--- src/trapezoid_pulse_generator_defines.svh ---
// ---------------------------------------------------------------------------
// Trapezoid pulse generator assertion macros
// Clocked assertion helpers shared by the generator's RTL files.
// ---------------------------------------------------------------------------
`ifndef TRAPEZOID_PULSE_GENERATOR_DEFINES_SVH
`define TRAPEZOID_PULSE_GENERATOR_DEFINES_SVH

`ifndef ASSERT_OFF
// Check prop on every clock edge outside reset
`define TPG_ASSERT(lbl, prop) \
  lbl: assert property (@(posedge clk) disable iff (!rst_n) (prop)) \
    else $error("tpg assertion failed");
// Check that expr never holds outside reset
`define TPG_ASSERT_NEVER(lbl, expr) \
  lbl: assert property (@(posedge clk) disable iff (!rst_n) !(expr)) \
    else $error("tpg forbidden condition");
`else
`define TPG_ASSERT(lbl, prop)
`define TPG_ASSERT_NEVER(lbl, expr)
`endif

`endif

--- src/tpg_pkg.sv ---
// ---------------------------------------------------------------------------
// Trapezoid pulse generator package
// Shared defaults, segment and register codes, queue status type.
// ---------------------------------------------------------------------------
package tpg_pkg;

  localparam int TIME_WIDTH_DEF  = 32;
  localparam int LEVEL_WIDTH_DEF = 16;
  localparam int QUEUE_DEPTH     = 2;
  localparam int SEG_WIDTH       = 3;
  localparam int CFG_IDX_WIDTH   = 3;

  typedef enum logic [SEG_WIDTH-1:0] {
    SEG_DELAY   = 3'd0,
    SEG_RISE    = 3'd1,
    SEG_HIGH    = 3'd2,
    SEG_FALL    = 3'd3,
    SEG_LOW     = 3'd4
  } seg_t;

  typedef enum logic [CFG_IDX_WIDTH-1:0] {
    CFG_DELAY   = 3'd0,
    CFG_RISE    = 3'd1,
    CFG_FALL    = 3'd2,
    CFG_WIDTH   = 3'd3,
    CFG_PERIOD  = 3'd4,
    CFG_LOW     = 3'd5,
    CFG_HIGH    = 3'd6
  } cfg_idx_t;

  typedef struct packed {
    logic full;
    logic empty;
  } q_stat_t;

endpackage

--- src/tpg_if.sv ---
// ---------------------------------------------------------------------------
// Trapezoid pulse generator channels
// Valid/ready stream interfaces for time words in and sample words out.
// ---------------------------------------------------------------------------
interface tpg_in_if #(
  parameter int TIME_WIDTH = tpg_pkg::TIME_WIDTH_DEF
);
  logic                  valid;
  logic                  ready;
  logic [TIME_WIDTH-1:0] time_tick;

  modport source (output valid, output time_tick, input ready);
  modport sink   (input valid, input time_tick, output ready);
endinterface


--- src/tpg_front.sv ---
// ---------------------------------------------------------------------------
// Trapezoid pulse generator front end
// Subtract delay, reduce modulo period one bit per stage, classify segment.
// ---------------------------------------------------------------------------
`include "trapezoid_pulse_generator_defines.svh"

module tpg_front #(
  parameter int TIME_WIDTH = tpg_pkg::TIME_WIDTH_DEF,
  parameter int ENTRY_W    = tpg_pkg::SEG_WIDTH + 2 * TIME_WIDTH
) (
  input  logic                  clk,
  input  logic                  rst_n,
  tpg_in_if.sink                in_ch,
  input  logic [TIME_WIDTH-1:0] delay_ticks,
  input  logic [TIME_WIDTH-1:0] rise_ticks,
  input  logic [TIME_WIDTH-1:0] fall_ticks,
  input  logic [TIME_WIDTH-1:0] width_ticks,
  input  logic [TIME_WIDTH-1:0] period_ticks,
  input  tpg_pkg::q_stat_t      q_stat,
  output logic                  push,
  output logic [ENTRY_W-1:0]    push_data
);

  localparam int TW = TIME_WIDTH;

  logic [TW:0]   valid_r;
  logic [TW:0]   pre_r;
  logic [TW-1:0] mod_r   [TW+1];
  logic [TW-1:0] mod_nxt [TW+1];
  logic          en;
  logic          in_fire;

  logic [TW:0]     rw_sum;
  logic [TW+1:0]   rwf_sum;
  logic [TW-1:0]   s_last;
  tpg_pkg::seg_t   seg;
  logic [TW-1:0]   num;
  logic [TW-1:0]   den;

  // Stall only when the last stage holds a word the queue cannot take
  assign en          = !(valid_r[TW] && q_stat.full);
  assign in_ch.ready = en;
  assign in_fire     = in_ch.valid && en;

  always_comb begin
    logic [2*TW-1:0] sh;
    logic [2*TW-1:0] cand;
    mod_nxt[0] = mod_r[0];
    for (int k = 0; k < TW; k++) begin
      sh   = {{TW{1'b0}}, period_ticks} << (TW - 1 - k);
      cand = {{TW{1'b0}}, mod_r[k]};
      if (period_ticks != '0 && cand >= sh) begin
        mod_nxt[k+1] = mod_r[k] - sh[TW-1:0];
      end else begin
        mod_nxt[k+1] = mod_r[k];
      end
    end
  end

  always_ff @(posedge clk) begin
    if (!rst_n) begin
      valid_r <= '0;
    end else if (en) begin
      valid_r <= {valid_r[TW-1:0], in_fire};
    end
  end

  always_ff @(posedge clk) begin
    if (en) begin
      mod_r[0] <= in_ch.time_tick - delay_ticks;
      pre_r    <= {pre_r[TW-1:0], in_ch.time_tick < delay_ticks};
      for (int k = 1; k <= TW; k++) begin
        mod_r[k] <= mod_nxt[k];
      end
    end
  end

  // Segment boundaries from the static configuration
  assign rw_sum  = {1'b0, rise_ticks} + {1'b0, width_ticks};
  assign rwf_sum = {1'b0, rw_sum} + {2'b0, fall_ticks};
  assign s_last  = mod_r[TW];

  always_comb begin
    num = s_last;
    den = rise_ticks;
    if (pre_r[TW]) begin
      seg = tpg_pkg::SEG_DELAY;
    end else if (s_last < rise_ticks) begin
      seg = tpg_pkg::SEG_RISE;
    end else if ({1'b0, s_last} < rw_sum) begin
      seg = tpg_pkg::SEG_HIGH;
    end else if ({2'b0, s_last} < rwf_sum) begin
      seg = tpg_pkg::SEG_FALL;
      num = s_last - rw_sum[TW-1:0];
      den = fall_ticks;
    end else begin
      seg = tpg_pkg::SEG_LOW;
    end
  end

  assign push      = valid_r[TW] && !q_stat.full;
  assign push_data = {seg, num, den};

  `TPG_ASSERT(a_accept_enters, in_fire |=> valid_r[0])
  `TPG_ASSERT(a_last_held, (valid_r[TW] && q_stat.full) |=> (valid_r[TW] && $stable(s_last)))

endmodule

--- src/flat_wrapper.sv ---
// flat-port wrapper written by rule: the top's interface ports become plain ports
module tpg_front_flat 
#(
  parameter int TIME_WIDTH = tpg_pkg::TIME_WIDTH_DEF,
  parameter int ENTRY_W    = tpg_pkg::SEG_WIDTH + 2 * TIME_WIDTH
)
  (clk, rst_n, delay_ticks, rise_ticks, fall_ticks, width_ticks, period_ticks, q_stat, push, push_data, in_ch_valid, in_ch_time_tick, in_ch_ready);
  tpg_in_if #(.TIME_WIDTH(TIME_WIDTH)) in_ch_i ();
  input  logic clk;
  input  logic rst_n;
  input  logic [TIME_WIDTH-1:0] delay_ticks;
  input  logic [TIME_WIDTH-1:0] rise_ticks;
  input  logic [TIME_WIDTH-1:0] fall_ticks;
  input  logic [TIME_WIDTH-1:0] width_ticks;
  input  logic [TIME_WIDTH-1:0] period_ticks;
  input  tpg_pkg::q_stat_t q_stat;
  output logic push;
  output logic [ENTRY_W-1:0] push_data;
  input wire logic [$bits(in_ch_i.valid)-1:0] in_ch_valid;
  input wire logic [$bits(in_ch_i.time_tick)-1:0] in_ch_time_tick;
  output wire logic [$bits(in_ch_i.ready)-1:0] in_ch_ready;
  assign in_ch_i.valid = in_ch_valid;
  assign in_ch_i.time_tick = in_ch_time_tick;
  assign in_ch_ready = in_ch_i.ready;
  tpg_front #(.TIME_WIDTH(TIME_WIDTH), .ENTRY_W(ENTRY_W)) u_core (.clk(clk), .rst_n(rst_n), .in_ch(in_ch_i), .delay_ticks(delay_ticks), .rise_ticks(rise_ticks), .fall_ticks(fall_ticks), .width_ticks(width_ticks), .period_ticks(period_ticks), .q_stat(q_stat), .push(push), .push_data(push_data));
endmodule
--- config.mk ---
export PLATFORM = sky130hd
export DESIGN_NAME = tpg_front_flat
export DESIGN_NICKNAME = d
export VERILOG_FILES = /design/src/tpg_pkg.sv /design/src/tpg_if.sv /design/src/tpg_front.sv /design/src/flat_wrapper.sv
export VERILOG_INCLUDE_DIRS = /design/src /design/src/src
export SDC_FILE = /design/constraint.sdc
export NUM_CORES = 2
export LEC_CHECK = 0
export BUFFER_PORTS_ARGS = -buffer_cell sky130_fd_sc_hd__buf_2
export CAP_MARGIN = 20
export CORE_UTILIZATION = 64
export CTS_CLUSTER_DIAMETER = 150
export DETAILED_ROUTE_END_ITERATION = 8
export PLACE_DENSITY_LB_ADDON = 0.2
export SLEW_MARGIN = 10
export SYNTH_ARGS = -nofsm -noshare
export SYNTH_HDL_FRONTEND = slang
export SYNTH_SLANG_ARGS = --single-unit
--- constraint.sdc ---
create_clock -name clk -period 48 [get_ports clk]
set_input_delay 7.2 -clock clk [delete_from_list [all_inputs] [get_ports clk]]
set_output_delay 7.2 -clock clk [all_outputs]
set_load 0.005 [all_outputs]
# ---- Yosys cells after proc, flatten, opt, wreduce, memory -nomap -nowiden
# Memories as Yosys holds them, arrays and structs flattened.
# Index checks and enable logic that the tools add are counted.
dict set report word_totals {
  reg_bits 66
  ramBits 1056
  output_inout_bits 69
  mem_count 1
}
# name words width rd rd_ports_with_merged_regs write_ports line
set memory_table {}
lappend memory_table {u_core.mod_r 33 32 33 0 33 tpg_front.sv:28} ;# logic [TW-1:0] mod_r [TW+1];
dict set report op_classes {
  n_addsub 36
  n_lt_le_gt_ge 36
  muxes 45
  reduce_logical 38
}
# cell count
set ops {}
lappend ops {{two-way mux 32 bit} 40}
lappend ops {{subtractor 32 bit} 34}
lappend ops {{less-than comparator 32 bit} 2}
lappend ops {{>= comparator 32 x 63 -> 1 bit} 1}
lappend ops {{>= comparator 32 x 62 -> 1 bit} 1}
lappend ops {{>= comparator 32 x 61 -> 1 bit} 1}
lappend ops {{>= comparator 32 x 60 -> 1 bit} 1}
lappend ops {{>= comparator 32 x 59 -> 1 bit} 1}
lappend ops {{>= comparator 32 x 58 -> 1 bit} 1}
lappend ops {{>= comparator 32 x 57 -> 1 bit} 1}
lappend ops {{>= comparator 32 x 56 -> 1 bit} 1}
lappend ops {{>= comparator 32 x 55 -> 1 bit} 1}
lappend ops {{>= comparator 32 x 54 -> 1 bit} 1}
lappend ops {{>= comparator 32 x 53 -> 1 bit} 1}
lappend ops {{>= comparator 32 x 52 -> 1 bit} 1}
lappend ops {{>= comparator 32 x 51 -> 1 bit} 1}
lappend ops {{>= comparator 32 x 50 -> 1 bit} 1}
lappend ops {{>= comparator 32 x 49 -> 1 bit} 1}
lappend ops {{>= comparator 32 x 48 -> 1 bit} 1}
lappend ops {{>= comparator 32 x 47 -> 1 bit} 1}
lappend ops {{>= comparator 32 x 46 -> 1 bit} 1}
lappend ops {{>= comparator 32 x 45 -> 1 bit} 1}
lappend ops {{>= comparator 32 x 44 -> 1 bit} 1}
lappend ops {{>= comparator 32 x 43 -> 1 bit} 1}
lappend ops {{other kinds (20)} 58}

# ---- Logic depth before layout (Yosys ltp)
dict set report logic_depth {
  word_depth 7
  mapped_depth 35
  mapped_depth_nobuf 33
}

# ---- Least setup slack after synthesis
# No wires, ideal clock.
dict set report synth_path {
  path_type {input to output}
  start {in q_stat[1] (netlist name)}
  end {out in_ch_ready}
  arrival_ps 36986
  required_ps 40800
  path_slack_ps 3814
  stages 4
  path_buffers 2
  cell_sequence {and2_1 > clkbuf_1 > inv_1 > buf_1}
}
dict set report synth_via {
  elab_chain_cells 2
}
# item line
set synth_lines {}
lappend synth_lines {{start, declared} flat_wrapper.sv:16} ;# input tpg_pkg::q_stat_t q_stat;
lappend synth_lines {{logical AND 1 bit} tpg_front.sv:41} ;# assign en = !(valid_r[TW] && q_stat.full);
lappend synth_lines {{logical NOT 1 bit} tpg_front.sv:41}
lappend synth_lines {{end, declared} flat_wrapper.sv:21} ;# output wire logic [$bits(in_ch_i.ready)-1:0] in_ch_ready;
# No other way between the ends.

# ---- Final worst setup path
dict set report layout_path {
  start {in rise_ticks[0]}
  end {out push_data[41]}
}
dict set report layout_via {
  elab_chain_cells 7
}
# item line
set layout_lines {}
lappend layout_lines {{start, declared} flat_wrapper.sv:12} ;# input logic [TIME_WIDTH-1:0] rise_ticks;
lappend layout_lines {{adder 32 x 32 -> 33 bit} tpg_front.sv:79} ;# assign rw_sum = {1'b0, rise_ticks} + {1'b0, width_ticks};
lappend layout_lines {{adder 33 x 32 -> 34 bit} tpg_front.sv:80} ;# assign rwf_sum = {1'b0, rw_sum} + {2'b0, fall_ticks};
lappend layout_lines {{less-than comparator 32 x 34 -> 1 bit} tpg_front.sv:92} ;# end else if ({2'b0, s_last} < rwf_sum) begin
lappend layout_lines {{two-way mux 32 bit} tpg_front.sv:92}
lappend layout_lines {{two-way mux 32 bit} tpg_front.sv:90} ;# end else if ({1'b0, s_last} < rw_sum) begin
lappend layout_lines {{two-way mux 32 bit *} tpg_front.sv:88} ;# end else if (s_last < rise_ticks) begin
lappend layout_lines {{two-way mux 32 bit *} tpg_front.sv:86} ;# if (pre_r[TW]) begin
lappend layout_lines {{end, declared} flat_wrapper.sv:18} ;# output logic [ENTRY_W-1:0] push_data;
# Mark *: on every way between the ends. The rest lies on a longest branch, timed or not.

==> flow_summary.toml <==
[synth]
synth_edf_count = 1089
yosys_most_used_dff = "edfxtp_1"
synth_nets = 7670
ys_ff_latch = 1122
synthTopCellsByArea = "edfxtp_1 44%, ha_1 12%, mux2_2 4.4%"
synthDistinctLibCells = 111
synthesis.area_um2 = 73600
yosys_warnings = 0
synth_top_area_cell = "edfxtp_1"
ys_seq_area_share_pct = 45.4
netlist_instances = 6718
async_flop_share_pct = 0
avgSynthCellArea_um2 = 10.9
synth_top_area_share_pct = 44.5

[floorplanning]
rows = 124
io_pins = 266
start_util_pct = 64.4
die_y_um = 341
die_w_um = 341
fp.coreArea_um2 = 114000
dieArea_um2 = 116000

[run_status]
status = "finished clean"

[clock_tree]
holdBufCountCts = 0
cts_buffers = 115
cts_tree = "done"
path_clk_slew_ns = 0.06
clock_latency_ns = 0.75
clk_path_buf_depth = 3
cts_resized = 0
cts_sinks = 1122
root_buffer = "clkbuf_16"
htree_num_levels = 3
postCtsSetupBuffers = 0

[timing]
finalHoldViolations = 0
fin_setup_tns_ns = 0
final_max_slew_viol_count = 0
setup_viol = 0
rsz0062_at_grt = "false"
worstMarginPinSlew_ns = 1.15
skew_ns = 0.0541
post-route-period-util_pct = 48.9
fin_crit_ns = 23.45
relSlewSlack_pct = 23.2
fmaxAchievable_mhz = 42.6

[route]
via_per_inst = 6.37
num_vias = 55100
drc = 0
drt_iter0_drc = 4915
routedWlPerCell_um = 21.5
drt_wl_total_um = 186000
dr.pass1.iters = 6
ant_nets = 0

[final_layout]
multi_input_comb_area_um2 = 38400
final_layout_size_suffix_gt1_share_pct = 12.5
regArea_um2 = 33400
fillers = 8162
area_growth_pct = 9.81
fin_cells = 8649
num-nets-final = 7990

[power]
ir_drop_uv = 47.9
leakagePower_nw = 33.9
cellPowerDensity_nw_per_um2 = 50.8

[placement]
hpwl_um = 133000
place_inst = 8429
portBuffers = 264
gp_congestion = 0.933

[worst_hold_path]
hold_path_end = "u_core.pre_r[19]"
min_from = "u_core.pre_r[18]"
whs_path_depth = 0
hold_path.class = "flip-flop to flip-flop"

[run]
drv_cap = 0

[global_routing]
grt_max_degree = 206
first_global_vias = 52100
antenna_found_initial = 5
grt_use_total_pct = 31.2
grt_pass1_wl_um = 284000
grt_overflow = 0

[setup_path]
regToRegSetupSlack_ns = 43.58
critPathKind = "primary input to output pin"
end_kind = "output pin"
crit_path_top_delay_cell = "a2111oi_0"
r2r-end = "u_core.mod_r[14][4]"
worst_ep_required_time_ns = 40.80
startpoint = "rise_ticks[0]"
slowest_delay_ns = 0.96
cp_max_fo = 75
cp-start-kind = "primary input"
cp.arrival_ns = 16.25
r2r_cells = 6
r2r_start = "u_core.valid_r[32]"
[metal layers]
| metal | GRT usage [%] | part of all wire, % |
|---|---|---|
| met5 | 0 | 0 |
| met4 | 11.7 | 3.7 |
| met2 | 50.1 | 46 |
| met3 | 4.44 | 8.1 |
| met1 | 43.1 | 42 |
[through the flow]
stage	utilization, %	setup slack [ns]	area, um^2	power, mW	hold WS, ns
finish	70.7	24.55	80800	4.10	0.401
global route	70.7	23.84	80800	4.34	0.413
CTS	70.6	24.85	80700	4.08	0.406
detailed placement	67.2	24.89	76700	3.13	0.406
global placement	67.2	25.03	76700	3.08	0.406
floorplan	-	3.81	73600	2.70	0.400
[kinds of logic (layout without fill, tap and decap cells)]
logic type                 after synthesis  after routing  share of synthesized area, %
and+or+nand+nor                       1782           1782                          12.2
buffers and inverters                  450            867                          2.50
other                                    0              2                             0
adders and majority gates              755            755                          13.2
DFF                                   1122           1122                          45.4
AOI/OAI and AO/OA                     1772           1772                          15.7
xor gates and xnor gates               493            493                          5.87
muxes                                  344            344                          5.20
[how the worst max path moves through the flow]
stage / to / slack (ns) / depth (start not counted)
3_5_place_dp: push_data[41] / 24.89 / 32
5_1_grt: push_data[41] / 23.84 / 33
4_1_cts: push_data[41] / 24.85 / 33
2_1_floorplan: in_ch_ready / 3.81 / 4
6_report: push_data[41] / 24.55 / 33
3_3_place_gp: push_data[41] / 25.03 / 33
[cells in the mapped netlist (all sizes together), types with 60 or more instances]
master	number
edfxtp	1089
o21ai	484
nand2	556
nor2	328
clkbuf	73
nand3	108
nand2b	93
mux2	300
a21boi	67
a31oi	60
nor3	100
a21oi	425
xor2	209
ha	720
nor4	135
o21a	81
inv	331
nor2b	111
xnor2	284
nand4	103
a21o	267
[worst max-delay path, delay by kind of cell]
kind / cells / cell delay, ns
fa+ha+maj: 4 / 1.00
xor+xnor: 2 / 0.30
buf+inv: 4 / 1.08
simple gates: 8 / 2.04
compound gates: 15 / 4.61
[where the power goes]
part           total, mW  leakage (nW)  internal (mW)  switching [mW]
registers           1.55          11.8           1.37           0.179
logic               1.61          20.2          0.716           0.898
clock network      0.935          1.91          0.541           0.394
[sequential cells by signal (all words and copies together), names as in the netlist]
name / cells
u_core.valid_r: 33
u_core.mod_r: 1056
u_core.pre_r: 33
[area by class of cell]
cell class,count,area share [%]
inverter,331,1.55
clock buffer,136,3.66
antenna,2,0.00620
tap,1512,2.34
sequential,1122,41.3
timing repair buffer,322,2.29
clock inverter,78,1.26
multi-input combinational,5146,47.6
[layout by cell type, fill, tap and decap left out, drive strengths merged, types with 35 or more instances in the layout]
master	count
nor2	328
a21o	267
clkbuf	136
mux2i	44
nand4	103
o21ai	484
a31oi	60
o21a	81
a21boi	67
o21bai	45
and3	53
nand2	556
xnor2	284
clkinv	51
nor3	100
o31ai	45
nor4	135
inv	334
mux2	300
fa	35
nand3	108
or3	36
edfxtp	1089
nor2b	111
a21oi	425
buf	322
a211oi	50
nand2b	93
ha	720
xor2	209
Note: power is estimated with default switching activity, not from simulation.
