<file path="src/trapezoid_pulse_generator_defines.svh">
// ---------------------------------------------------------------------------
// Trapezoid pulse generator assertion macros
// Clocked assertion helpers shared by the generator's RTL files.
// ---------------------------------------------------------------------------
`ifndef TRAPEZOID_PULSE_GENERATOR_DEFINES_SVH
`define TRAPEZOID_PULSE_GENERATOR_DEFINES_SVH

`ifndef ASSERT_OFF
// Check prop on every clock edge outside reset
`define TPG_ASSERT(lbl, prop) \
  lbl: assert property (@(posedge clk) disable iff (!rst_n) (prop)) \
    else $error("tpg assertion failed");
// Check that expr never holds outside reset
`define TPG_ASSERT_NEVER(lbl, expr) \
  lbl: assert property (@(posedge clk) disable iff (!rst_n) !(expr)) \
    else $error("tpg forbidden condition");
`else
`define TPG_ASSERT(lbl, prop)
`define TPG_ASSERT_NEVER(lbl, expr)
`endif

`endif

</file>
<file path="src/tpg_pkg.sv">
// ---------------------------------------------------------------------------
// Trapezoid pulse generator package
// Shared defaults, segment and register codes, queue status type.
// ---------------------------------------------------------------------------
package tpg_pkg;

  localparam int TIME_WIDTH_DEF  = 32;
  localparam int LEVEL_WIDTH_DEF = 16;
  localparam int QUEUE_DEPTH     = 2;
  localparam int SEG_WIDTH       = 3;
  localparam int CFG_IDX_WIDTH   = 3;

  typedef enum logic [SEG_WIDTH-1:0] {
    SEG_DELAY   = 3'd0,
    SEG_RISE    = 3'd1,
    SEG_HIGH    = 3'd2,
    SEG_FALL    = 3'd3,
    SEG_LOW     = 3'd4
  } seg_t;

  typedef enum logic [CFG_IDX_WIDTH-1:0] {
    CFG_DELAY   = 3'd0,
    CFG_RISE    = 3'd1,
    CFG_FALL    = 3'd2,
    CFG_WIDTH   = 3'd3,
    CFG_PERIOD  = 3'd4,
    CFG_LOW     = 3'd5,
    CFG_HIGH    = 3'd6
  } cfg_idx_t;

  typedef struct packed {
    logic full;
    logic empty;
  } q_stat_t;

endpackage

</file>
<file path="src/tpg_queue.sv">
// ---------------------------------------------------------------------------
// Trapezoid pulse generator queue
// Short FIFO that decouples the front end from the ramp back end.
// ---------------------------------------------------------------------------
`include "trapezoid_pulse_generator_defines.svh"

module tpg_queue #(
  parameter int ENTRY_W = 2 * tpg_pkg::TIME_WIDTH_DEF + tpg_pkg::SEG_WIDTH
) (
  input  logic               clk,
  input  logic               rst_n,
  input  logic               push,
  input  logic [ENTRY_W-1:0] push_data,
  input  logic               pop,
  output logic [ENTRY_W-1:0] pop_data,
  output tpg_pkg::q_stat_t   q_stat
);

  localparam int DEPTH = tpg_pkg::QUEUE_DEPTH;
  localparam int PTR_W = (DEPTH > 1) ? $clog2(DEPTH) : 1;
  localparam int CNT_W = $clog2(DEPTH + 1);

  logic [ENTRY_W-1:0] mem_r [DEPTH];
  logic [PTR_W-1:0]   wr_ptr_r, wr_ptr_nxt;
  logic [PTR_W-1:0]   rd_ptr_r, rd_ptr_nxt;
  logic [CNT_W-1:0]   count_r, count_nxt;

  assign q_stat.full  = (count_r == CNT_W'(DEPTH));
  assign q_stat.empty = (count_r == '0);
  assign pop_data     = mem_r[rd_ptr_r];

  always_comb begin
    wr_ptr_nxt = wr_ptr_r;
    rd_ptr_nxt = rd_ptr_r;
    count_nxt  = count_r;
    if (push) begin
      wr_ptr_nxt = (wr_ptr_r == PTR_W'(DEPTH - 1)) ? '0 : wr_ptr_r + 1'b1;
    end
    if (pop) begin
      rd_ptr_nxt = (rd_ptr_r == PTR_W'(DEPTH - 1)) ? '0 : rd_ptr_r + 1'b1;
    end
    if (push && !pop) begin
      count_nxt = count_r + 1'b1;
    end else if (pop && !push) begin
      count_nxt = count_r - 1'b1;
    end
  end

  always_ff @(posedge clk) begin
    if (!rst_n) begin
      wr_ptr_r <= '0;
      rd_ptr_r <= '0;
      count_r  <= '0;
    end else begin
      wr_ptr_r <= wr_ptr_nxt;
      rd_ptr_r <= rd_ptr_nxt;
      count_r  <= count_nxt;
    end
  end

  always_ff @(posedge clk) begin
    if (push) begin
      mem_r[wr_ptr_r] <= push_data;
    end
  end

  `TPG_ASSERT_NEVER(a_count_range, count_r > CNT_W'(DEPTH))
  `TPG_ASSERT_NEVER(a_pop_empty, pop && q_stat.empty)

endmodule

</file>
<file path="config.mk">
export PLATFORM = sky130hd
export DESIGN_NAME = tpg_queue
export DESIGN_NICKNAME = d
export VERILOG_FILES = /design/src/tpg_pkg.sv /design/src/tpg_queue.sv
export VERILOG_INCLUDE_DIRS = /design/src /design/src/src
export SDC_FILE = /design/constraint.sdc
export NUM_CORES = 1
export LEC_CHECK = 0
export CAP_MARGIN = 0
export CORE_MARGIN = 5
export CORE_UTILIZATION = 55
export CTS_BUF_LIST = sky130_fd_sc_hd__clkbuf_16
export DETAILED_ROUTE_END_ITERATION = 6
export DONT_BUFFER_PORTS = 1
export PLACE_DENSITY = 0.78
export SLEW_MARGIN = 20
export SYNTH_ARGS = -nofsm -noshare
export SYNTH_HDL_FRONTEND = slang
export SYNTH_SLANG_ARGS = --single-unit
</file>
<file path="constraint.sdc">
create_clock -name clk -period 4.8 [get_ports clk]
set_input_delay 0.24 -clock clk [delete_from_list [all_inputs] [get_ports clk]]
set_output_delay 0.24 -clock clk [all_outputs]
set_load 0.03 [all_outputs]
</file>
After elaboration in Yosys (flattened, before gate mapping)
Memories as Yosys holds them, arrays and structs flattened. A register that Yosys moved wholly into a read port is not among the register bits. Index checks and enable logic that the tools add are counted.

Add/subtract/negate cells: 4. Equality and inequality tests: 1. Multiplexer cells: 8. Reductions and logical operators: 6.

Operator list (number): $mux W1 (6); $mux W2 (2); $add A1 B1 Y1 const B (2); $add A2 B1 Y2 const B (1); $eq A2 B2 Y1 const B (1); $logic_and A1 B1 Y1 (2); $logic_not A1 Y1 (2); $logic_not A2 Y1 (1); $reduce_bool A2 Y1 (1); $sub A2 B1 Y2 const B (1).

Register bits after elaboration: 4. Memory bits (writable): 134. Input bits: 71. Output and inout bits: 69. Logic and storage cells: 23. Memories: 1.

Memory list: mem_r (words 2, bits a word 67, rd ports 1, clocked after Yosys merged registers in 1, write ports 1, line tpg_queue.sv:23) `logic [ENTRY_W-1:0] mem_r [DEPTH];`.

Longest topological paths before layout
Gate-level depths: netlist of run 1.

Depth after elaboration: 4. Mapped depth: 5. Depth with buffers taken out: 5.

Worst setup path before layout of run 1
OpenSTA, ideal clock, no wires.

Path kind: register to register. From: register wr_ptr_r. To: memory mem_r[0][0] (netlist name), enable pin. Library setup time: 0.501 ns. Arrival time: 3.304 ns. Data required time: 4.299 ns. Path slack: 0.995 ns. Stages on the path, launching flop included: 2. Buffers on the path: 0. Clock period less this slack: 3.805 ns. Cell sequence: dfxtp_1 nor2b_1.

RTL lines: start: declaration (line tpg_queue.sv:24) `logic [PTR_W-1:0] wr_ptr_r, wr_ptr_nxt;`; start signal: assignment (line tpg_queue.sv:55) `wr_ptr_r <= wr_ptr_nxt;`; end: declaration (line tpg_queue.sv:23).

No word-level cell before the write port.

==> results of run 1 <==
final cells by class:
type | instances | area (µm²)
tap | 111 | 139
timing repair buffer | 69 | 688
clock buffer | 17 | 425
multi-input combinational | 83 | 992
inverter | 1 | 3.75
fill | 569 | 2670
sequential | 139 | 4130
antenna | 1 | 2.50
clock inverter | 14 | 150
cells in the mapped netlist (all sizes together) (2+ instances only):
| master | number |
|---|---|
| edfxtp | 134 |
| mux2 | 67 |
| buf | 7 |
| dfxtp | 5 |
| and2 | 4 |
| nor2b | 2 |
| xor2 | 2 |
flip-flops by register name, summed over array words and instances, names as in the netlist, named ones only:
name      flops
mem_r       134
count_r       2
rd_ptr_r      1
wr_ptr_r      1
through the flow:
step                cells  area (µm²)  hold WS, ns  utilization [%]  power, µW
floorplan             230        5170        0.339                -       1720
finish                435        6530       0.0617             71.0       3020
detailed placement    335        5270        0.339             57.3       1750
global placement      335        5270        0.339             57.3       1740
CTS                   434        6530       0.0434             71.0       3050
global route          435        6530       0.0414             71.0       3130
logic make-up (layout without fill, tap and decap cells):
logic type	Yosys count	in the layout	share of synthesized area, %
buffers and inverters	8	101	1.16
AO/OA/AOI/OAI	3	3	0.388
other	0	1	0
XOR/XNOR	3	3	0.509
AND/OR/NAND/NOR	9	9	1.09
flip-flops	139	139	79.8
multiplexers	67	67	16.8
adder cells (fa/ha/maj)	1	1	0.242
layout by cell type (no fill, tap or decap), types with 2 or more instances in the layout:
cell type / count
xor2_1: 2
clkbuf_16: 17
bufinv_16: 2
inv_6: 3
dfxtp_1: 4
and2_1: 3
mux2_4: 30
edfxtp_1: 134
clkinv_4: 3
mux2_2: 37
dlygate4sd3_1: 68
clkinvlp_4: 4
inv_1: 3
power by group through the flow:
stage / Sequential, µW / Clock, µW / Combinational [µW]
after global routing: 1450 / 1340 / 344
after CTS: 1450 / 1270 / 331
after floorplan: 1440 / 0 / 276
final: 1450 / 1250 / 329
after global placement: 1470 / 0 / 275
after detailed placement: 1470 / 0 / 278
worst register-to-register path: cells and delay by family, from the launching register on:
kind	cells	cell delay [ns]
and+or+nand+nor	1	0.69
buffers and inverters	1	0.59
DFF	1	0.37
per-layer routing:
layer / up-vias / global-route usage (%) / part of all wire, %
met5: - / 0 / 0
met4: 0 / 6.12 / 0.81
met3: 7 / 7.16 / 8.0
met2: 100 / 28.1 / 53
met1: 1168 / 18.7 / 38
li1: 1075 / - / -
worst max path at each step:
stage	start	end	slack, ns	cells after the start
finish	flop	pop_data[8]	2.55	1
detailed placement	wr_ptr_r	mem_r[0][0]	2.77	2
global placement	wr_ptr_r	mem_r[0][50]	2.82	2
CTS	flop	pop_data[51]	2.52	1
global route	flop	pop_data[8]	2.45	1
floorplan	wr_ptr_r	mem_r[0][0]	0.99	1
==> flow_metrics.tcl, run 1 <==
set metrics [dict create \
    totalWireLength_um 9130 \
    synth_edf_count 134 \
    pwr-share-clk_pct 41.3 \
    async_flop_share_pct 0 \
    fp.dieW_um 107 \
    critPathRequiredTime_ns 4.56 \
    insertion_delay_ns 0.40 \
    syn_nets 302 \
    seq_area_frac_synth_pct 79.8 \
    area_delta_synth_final_pct 26.4 \
    path_buf_inv 0 \
    routedWlPerCell_um 21.0 \
    yosysUniqueCellTypes 19 \
    grt_pass1_wl_um 14000 \
    drtIter0Drc 117 \
    synth_top_area_share_pct 77.9 \
    synthCells 230 \
    drc_errors 0 \
    post_cts_buffers 0 \
    power_density_mw_per_mm2 463 \
    yosys_most_used_dff "edfxtp_1" \
    swShare_pct 24.0 \
    synth.avg_cell_area_um2 22.5 \
    drv_cap 0 \
    holdPathStages 2 \
    antenna_left 0 \
    cts_tree "yes" \
    maxSlewViolCount 0 \
    crit_path_start_kind "flop" \
    die_h_um 107 \
    first_pass_iters 4 \
    post_cts_resized 0 \
    rr_startpoint "wr_ptr_r" \
    synth_warnings 0 \
    critPathMaxStageDelay_ns 1.03 \
    clock_skew_ns 0.00840 \
    grt_pass1_vias 2573 \
    tightest_slew_ns 1.05 \
    finalHoldViolations 0 \
    crit_family "flip-flops" \
    io_pins 140 \
    power_frac_comb_pct 10.9 \
    dp_slack_ns 2.77 \
    maxSlewHeadroom_pct 29.9 \
    switchingPower_uw 726 \
    hp-class "in2reg" \
    setup_tns_ns 0 \
    power_frac_seq_pct 47.9 \
    rsz0062_at_grt "false" \
    worstHoldStart "push" \
    grt_usage_pct 16.6 \
    critPathArrivalTime_ns 2.01 \
    drive_above_1_share_pct 31.3 \
    fin_crit_ns 2.25 \
    clkSinkCount 139 \
    antenna_found_initial 1 \
    internal_power_uw 2290 \
    yosysTopAreaCell "edfxtp_1" \
    r2r_cells 2 \
    viasPerCell 5.40 \
    vias 2350 \
    htreeDepth 4 \
    fin_ws_ns 2.55 \
    gp_congestion 0.707 \
    cts-root-buf "clkbuf_16" \
    setup-violations-final 0 \
    crit_path_cell_trace "mux2_2" \
    worstSetupPathType "reg2out" \
    ys_ff_latch 139 \
    ff2ff_setup_slack_ns 2.75 \
    p_leak_uw 0.00229 \
    outcome "completed" \
    crit_slowest_cell "dfxtp_4" \
    num-nets-final 383 \
    core_mm2 0.00920 \
    clkTransAtPathRegs_ns 0.06 \
    grt_max_degree 68 \
    max-vdd-ir-drop_v 0.000245 \
    start_util_pct 56.2 \
    min_period_over_period_pct 46.9 \
    cp_max_fo 67 \
    hpwlAfterDp_um 5200 \
    die-area_mm2 0.0114 \
    synthesis.area_mm2 0.00517 \
    cts_hold_buffers 68 \
    numCtsBuffers 17 \
    end_kind "output pin" \
    grt-ovfl-total 0 \
    r2r-end "mem_r[0][66]" \
    rows 35 \
    clockBufferDepth 2 \
    synth_area_leaders "edfxtp_1 78%, mux2_4 8.7%, mux2_2 8.1%, dfxtp_1 1.9%, buf_6 0.65%" \
    worstHoldEndpoint "wr_ptr_r" \
    clock.fmax_mhz 445 \
    port_buffers 0 \
]
Note: power is estimated with default switching activity, not from simulation.
==> run 2, diff against run 1 <==
Clock period 4.8 ns to 2.2 ns, I/O delays scaled along.
==> run 2 against run 1 <==
  * Sequential share of layout area decreased by 0.91 points
  * Clock power grew 120%
  * Routed wire length increased by 1.6%
  * Sequential power up 110%
  * Final cell count increased by 1.8%
  * Hold slack improved by 0.025 ns
  * Global-route usage increased by 0.43 points
  * Non-clock buffer count increased by 8
==> flow_metrics.tcl, run 2 (same netlist as run 1, synthesis figures left out) <==
set metrics [dict create \
    worstSetupPathType "reg2out" \
    internal_power_uw 5120 \
    power_frac_seq_pct 46.8 \
    pwr-share-clk_pct 41.5 \
    port_buffers 0 \
    clkSinkCount 139 \
    clock.fmax_mhz 544 \
    core_mm2 0.00920 \
    p_leak_uw 0.00236 \
    totalWireLength_um 9280 \
    grt_pass1_vias 2702 \
    clock_skew_ns 0.00798 \
    layout_common_cells "134 x edfxtp_1, 70 x dlygate4sd3_1, 37 x mux2_2" \
    fin_crit_ns 1.84 \
    hp-class "in2reg" \
    numCtsBuffers 17 \
    die_h_um 107 \
    critPathMaxStageDelay_ns 0.56 \
    grt_usage_pct 17.0 \
    end_kind "output pin" \
    finalHoldViolations 0 \
    crit_path_cell_trace "buf_4, mux2_2" \
    switchingPower_uw 1540 \
    drtIter0Drc 107 \
    vias 2389 \
    fin_ws_ns 0.360 \
    placed_area_mm2 0.00534 \
    cts_tree "yes" \
    clockBufferDepth 2 \
    io_pins 140 \
    fp.dieW_um 107 \
    post_cts_buffers 0 \
    cts-root-buf "clkbuf_16" \
    top_register "mem_r" \
    reg.largest.list "mem_r (134), count_r (2)" \
    clkTransAtPathRegs_ns 0.06 \
    tightest_slew_ns 0.614 \
    holdWs_ns 0.0864 \
    final_common_cell "edfxtp_1" \
    grt_pass1_wl_um 14300 \
    final_cell_area_mm2 0.00662 \
    dp_slack_ns 0.766 \
    outcome "completed" \
    maxSlewHeadroom_pct 58.9 \
    min_period_over_period_pct 83.6 \
    setup-violations-final 0 \
    viasPerCell 5.39 \
    drive_above_1_share_pct 32.2 \
    diodes 0 \
    critPathRequiredTime_ns 2.09 \
    critPathArrivalTime_ns 1.73 \
    post_cts_resized 0 \
    antenna_left 0 \
    start_util_pct 56.2 \
    grt-ovfl-total 0 \
    crit_slowest_cell "dfxtp_4" \
    largest_register_ff_count 134 \
    power_frac_comb_pct 11.8 \
    maxSlewViolCount 0 \
    fill_cells 543 \
    grt_max_degree 52 \
    drv_cap 0 \
    gp_congestion 0.700 \
    rsz0062_at_grt "false" \
    drc_errors 0 \
    rows 35 \
    power_density_mw_per_mm2 1000 \
    insertion_delay_ns 0.40 \
    first_pass_iters 4 \
    antenna_found_initial 0 \
    crit_path_start_kind "flop" \
    die-area_mm2 0.0114 \
    routedWlPerCell_um 20.9 \
    final_cells 443 \
    setup_tns_ns 0 \
    dp_cells 341 \
    max-vdd-ir-drop_v 0.000756 \
    swShare_pct 23.1 \
    area_delta_synth_final_pct 28.2 \
    num-nets-final 391 \
    cp_max_fo 20 \
    htreeDepth 4 \
    cts_hold_buffers 70 \
]
## run 2: layout make-up
class	instances	area (µm²)	share of cell area [%]
Multi-Input combinational cell	83	991	15.0
Clock buffer	17	425	6.42
Sequential cell	139	4130	62.3
Timing Repair Buffer	77	778	11.7
Inverter	1	3.75	0.0567
Clock inverter	15	159	2.40
Tap cell	111	139	2.10
## run 2: path summary, 6_finish.rpt
check                           cells past startpoint  slack [ns]  startpoint           end
worst max-delay path                                2        0.36        flop  pop_data[46]
worst min-delay path                                3        0.09        push    count_r[1]
worst max register to register                      4        0.70    wr_ptr_r      wr_ptr_r
worst min register to register                      2        0.50  count_r[1]    count_r[1]
## run 2: metal layers
layer	vias to the layer above	GRT usage [%]	routed length [µm]
met4	0	6.67	138
met2	101	29.2	4700
met5	-	0	0
met1	1188	18.5	3680
met3	14	7.59	756
li1	1086	-	-
## run 2: stage by stage
| step | power (µW) | utilization [%] |
|---|---|---|
| after floorplan | 3740 | - |
| final | 6660 | 72.0 |
| after detailed placement | 3840 | 58.1 |
| after CTS | 6700 | 72.0 |
| after global routing | 6910 | 72.0 |
| after global placement | 3820 | 58.1 |
## run 2: critical path: cells and delay by family (launching register included)
| kind | cells | cell delay [ns] |
|---|---|---|
| DFF | 1 | 0.56 |
| buffers and inverters | 1 | 0.31 |
| muxes | 1 | 0.45 |
## run 2: power groups by stage
stage / clock network [µW] / registers [µW] / logic (µW)
after floorplan: 0 / 3140 / 603
after global placement: 0 / 3160 / 661
after detailed placement: 0 / 3170 / 667
after CTS: 2800 / 3110 / 788
after global routing: 2960 / 3130 / 820
final: 2760 / 3110 / 783
==> run 3, diff against run 2 <==
Settings changed: PLACE_DENSITY 0.78 to 0.81.
Clock period 2.2 ns to 1.65 ns, I/O delays scaled along.
==> run 3 against run 2 <==
  * Clock power is 42% higher
  * Highest routed layer unchanged
  * Flip-flop and latch count stayed put
  * Critical endpoint is now pop_data[66]
  * First-iteration DRC count is 20% higher
  * Largest cell class unchanged
  * Final cell count is 0.23% higher
==> flow_metrics.tcl, run 3 (same netlist as run 1, synthesis figures left out) <==
set metrics [dict create \
    top_register "mem_r" \
    power_density_mw_per_mm2 1360 \
    num-nets-final 390 \
    met1_length_um 3580 \
    finalHoldViolations 0 \
    grt_pass1_vias 2721 \
    gp_congestion 0.700 \
    rows 35 \
    antenna_left 0 \
    cts_tree "yes" \
    highest_layer "met4" \
    clkSinkCount 139 \
    crit_path_cell_trace "buf_12, mux2_2" \
    fin_crit_ns 1.58 \
    start_util_pct 56.2 \
    fp.dieW_um 107 \
    cts-root-buf "clkbuf_16" \
    grt-ovfl-total 0 \
    crit_path_start_kind "flop" \
    grt_max_degree 42 \
    met3_length_um 809 \
    antenna_found_initial 1 \
    setup-violations-final 0 \
    drtIter0Drc 128 \
    clkTransAtPathRegs_ns 0.05 \
    max-vdd-ir-drop_v 0.000849 \
    layout_common_cells "134 x edfxtp_1, 70 x dlygate4sd3_1, 37 x mux2_2" \
    post_cts_buffers 0 \
    wl_met2_um 5130 \
    min_period_over_period_pct 96.0 \
    end_kind "output pin" \
    path_buf_inv 1 \
    outcome "completed" \
    first_pass_iters 4 \
    critPathMaxStageDelay_ns 0.47 \
    grt_usage_pct 17.3 \
    die_h_um 107 \
    hpwlAfterDp_um 5790 \
    clockBufferDepth 2 \
    worstSetupPathType "reg2out" \
    htreeDepth 4 \
    io_pins 140 \
    clock.fmax_mhz 631 \
    clock_skew_ns 0.00690 \
    drive_above_1_share_pct 32.6 \
    final_cell_area_mm2 0.00670 \
    insertion_delay_ns 0.40 \
    crit_family "multiplexers" \
    viasPerCell 5.45 \
    p_leak_uw 0.00237 \
    critPathRequiredTime_ns 1.57 \
    totalWireLength_um 9600 \
    die-area_mm2 0.0114 \
    fill_cells 540 \
    setup_tns_ns 0 \
    cp_max_fo 36 \
    hp-class "in2reg" \
    critPathArrivalTime_ns 1.50 \
    numCtsBuffers 17 \
    drv_cap 0 \
    crit_slowest_cell "mux2_2" \
    maxSlewHeadroom_pct 59.2 \
    core_mm2 0.00920 \
    grt_pass1_wl_um 14800 \
    placed_area_mm2 0.00537 \
    tightest_slew_ns 0.610 \
    largest_register_ff_count 134 \
    area_delta_synth_final_pct 29.7 \
    final_util_pct 72.9 \
    maxSlewViolCount 0 \
    port_buffers 0 \
    final_common_cell "edfxtp_1" \
    power_uw 9130 \
    reg.largest.list "mem_r (134), count_r (2)" \
    vias 2421 \
    drc_errors 0 \
    dp_cells 340 \
    routedWlPerCell_um 21.6 \
    final_cells 444 \
    rsz0062_at_grt "false" \
]
## run 3: cell type report
type,count,area (µm²),share of cell area [%]
Timing Repair Buffer,76,812,12.1
Tap cell,111,139,2.07
Clock buffer,17,425,6.35
Antenna cell,2,5.00,0.0747
Clock inverter,15,195,2.91
Multi-Input combinational cell,83,992,14.8
Inverter,1,3.75,0.0560
Sequential cell,139,4130,61.6
## run 3: power by group
| group | internal (µW) | switching (µW) |
|---|---|---|
| combinational | 409 | 671 |
| sequential | 4080 | 57.0 |
| clock | 2530 | 1390 |
## run 3: path summary, 6_finish.rpt
| check | depth (start not counted) | end | start | slack [ns] |
|---|---|---|---|---|
| max | 2 | pop_data[66] | flop | 0.07 |
| min | 3 | count_r[1] | push | 0.08 |
| max reg2reg | 4 | wr_ptr_r | wr_ptr_r | 0.13 |
| min reg2reg | 2 | count_r[1] | count_r[1] | 0.55 |
## run 3: metrics by stage
step / worst slack [ns] / hold WS (ns)
final: 0.0661 / 0.0779
after global routing: 0.0239 / 0.0897
after CTS: 0.0382 / 0.0581
after detailed placement: 0.434 / 0.181
after global placement: 0.459 / 0.181
after floorplan: -0.0975 / 0.181
## run 3: metal layers
metal	track usage [%]	up-vias
met2	30.0	98
met3	6.86	12
met4	6.30	0
met5	0	-
li1	-	1100
met1	19.3	1211
## run 3: tightest hold or removal path, delay by kind of cell
family,cells,cell delay [ns]
fa+ha+maj,1,0.16
compound gates,1,0.06
simple gates,1,0.12
## run 3: what timing repair did
action,4_1_cts,5_1_grt
hold endpoints to repair,139,0
hold buffers,70,0
setup endpoints to repair,0,1
resized for setup,0,1
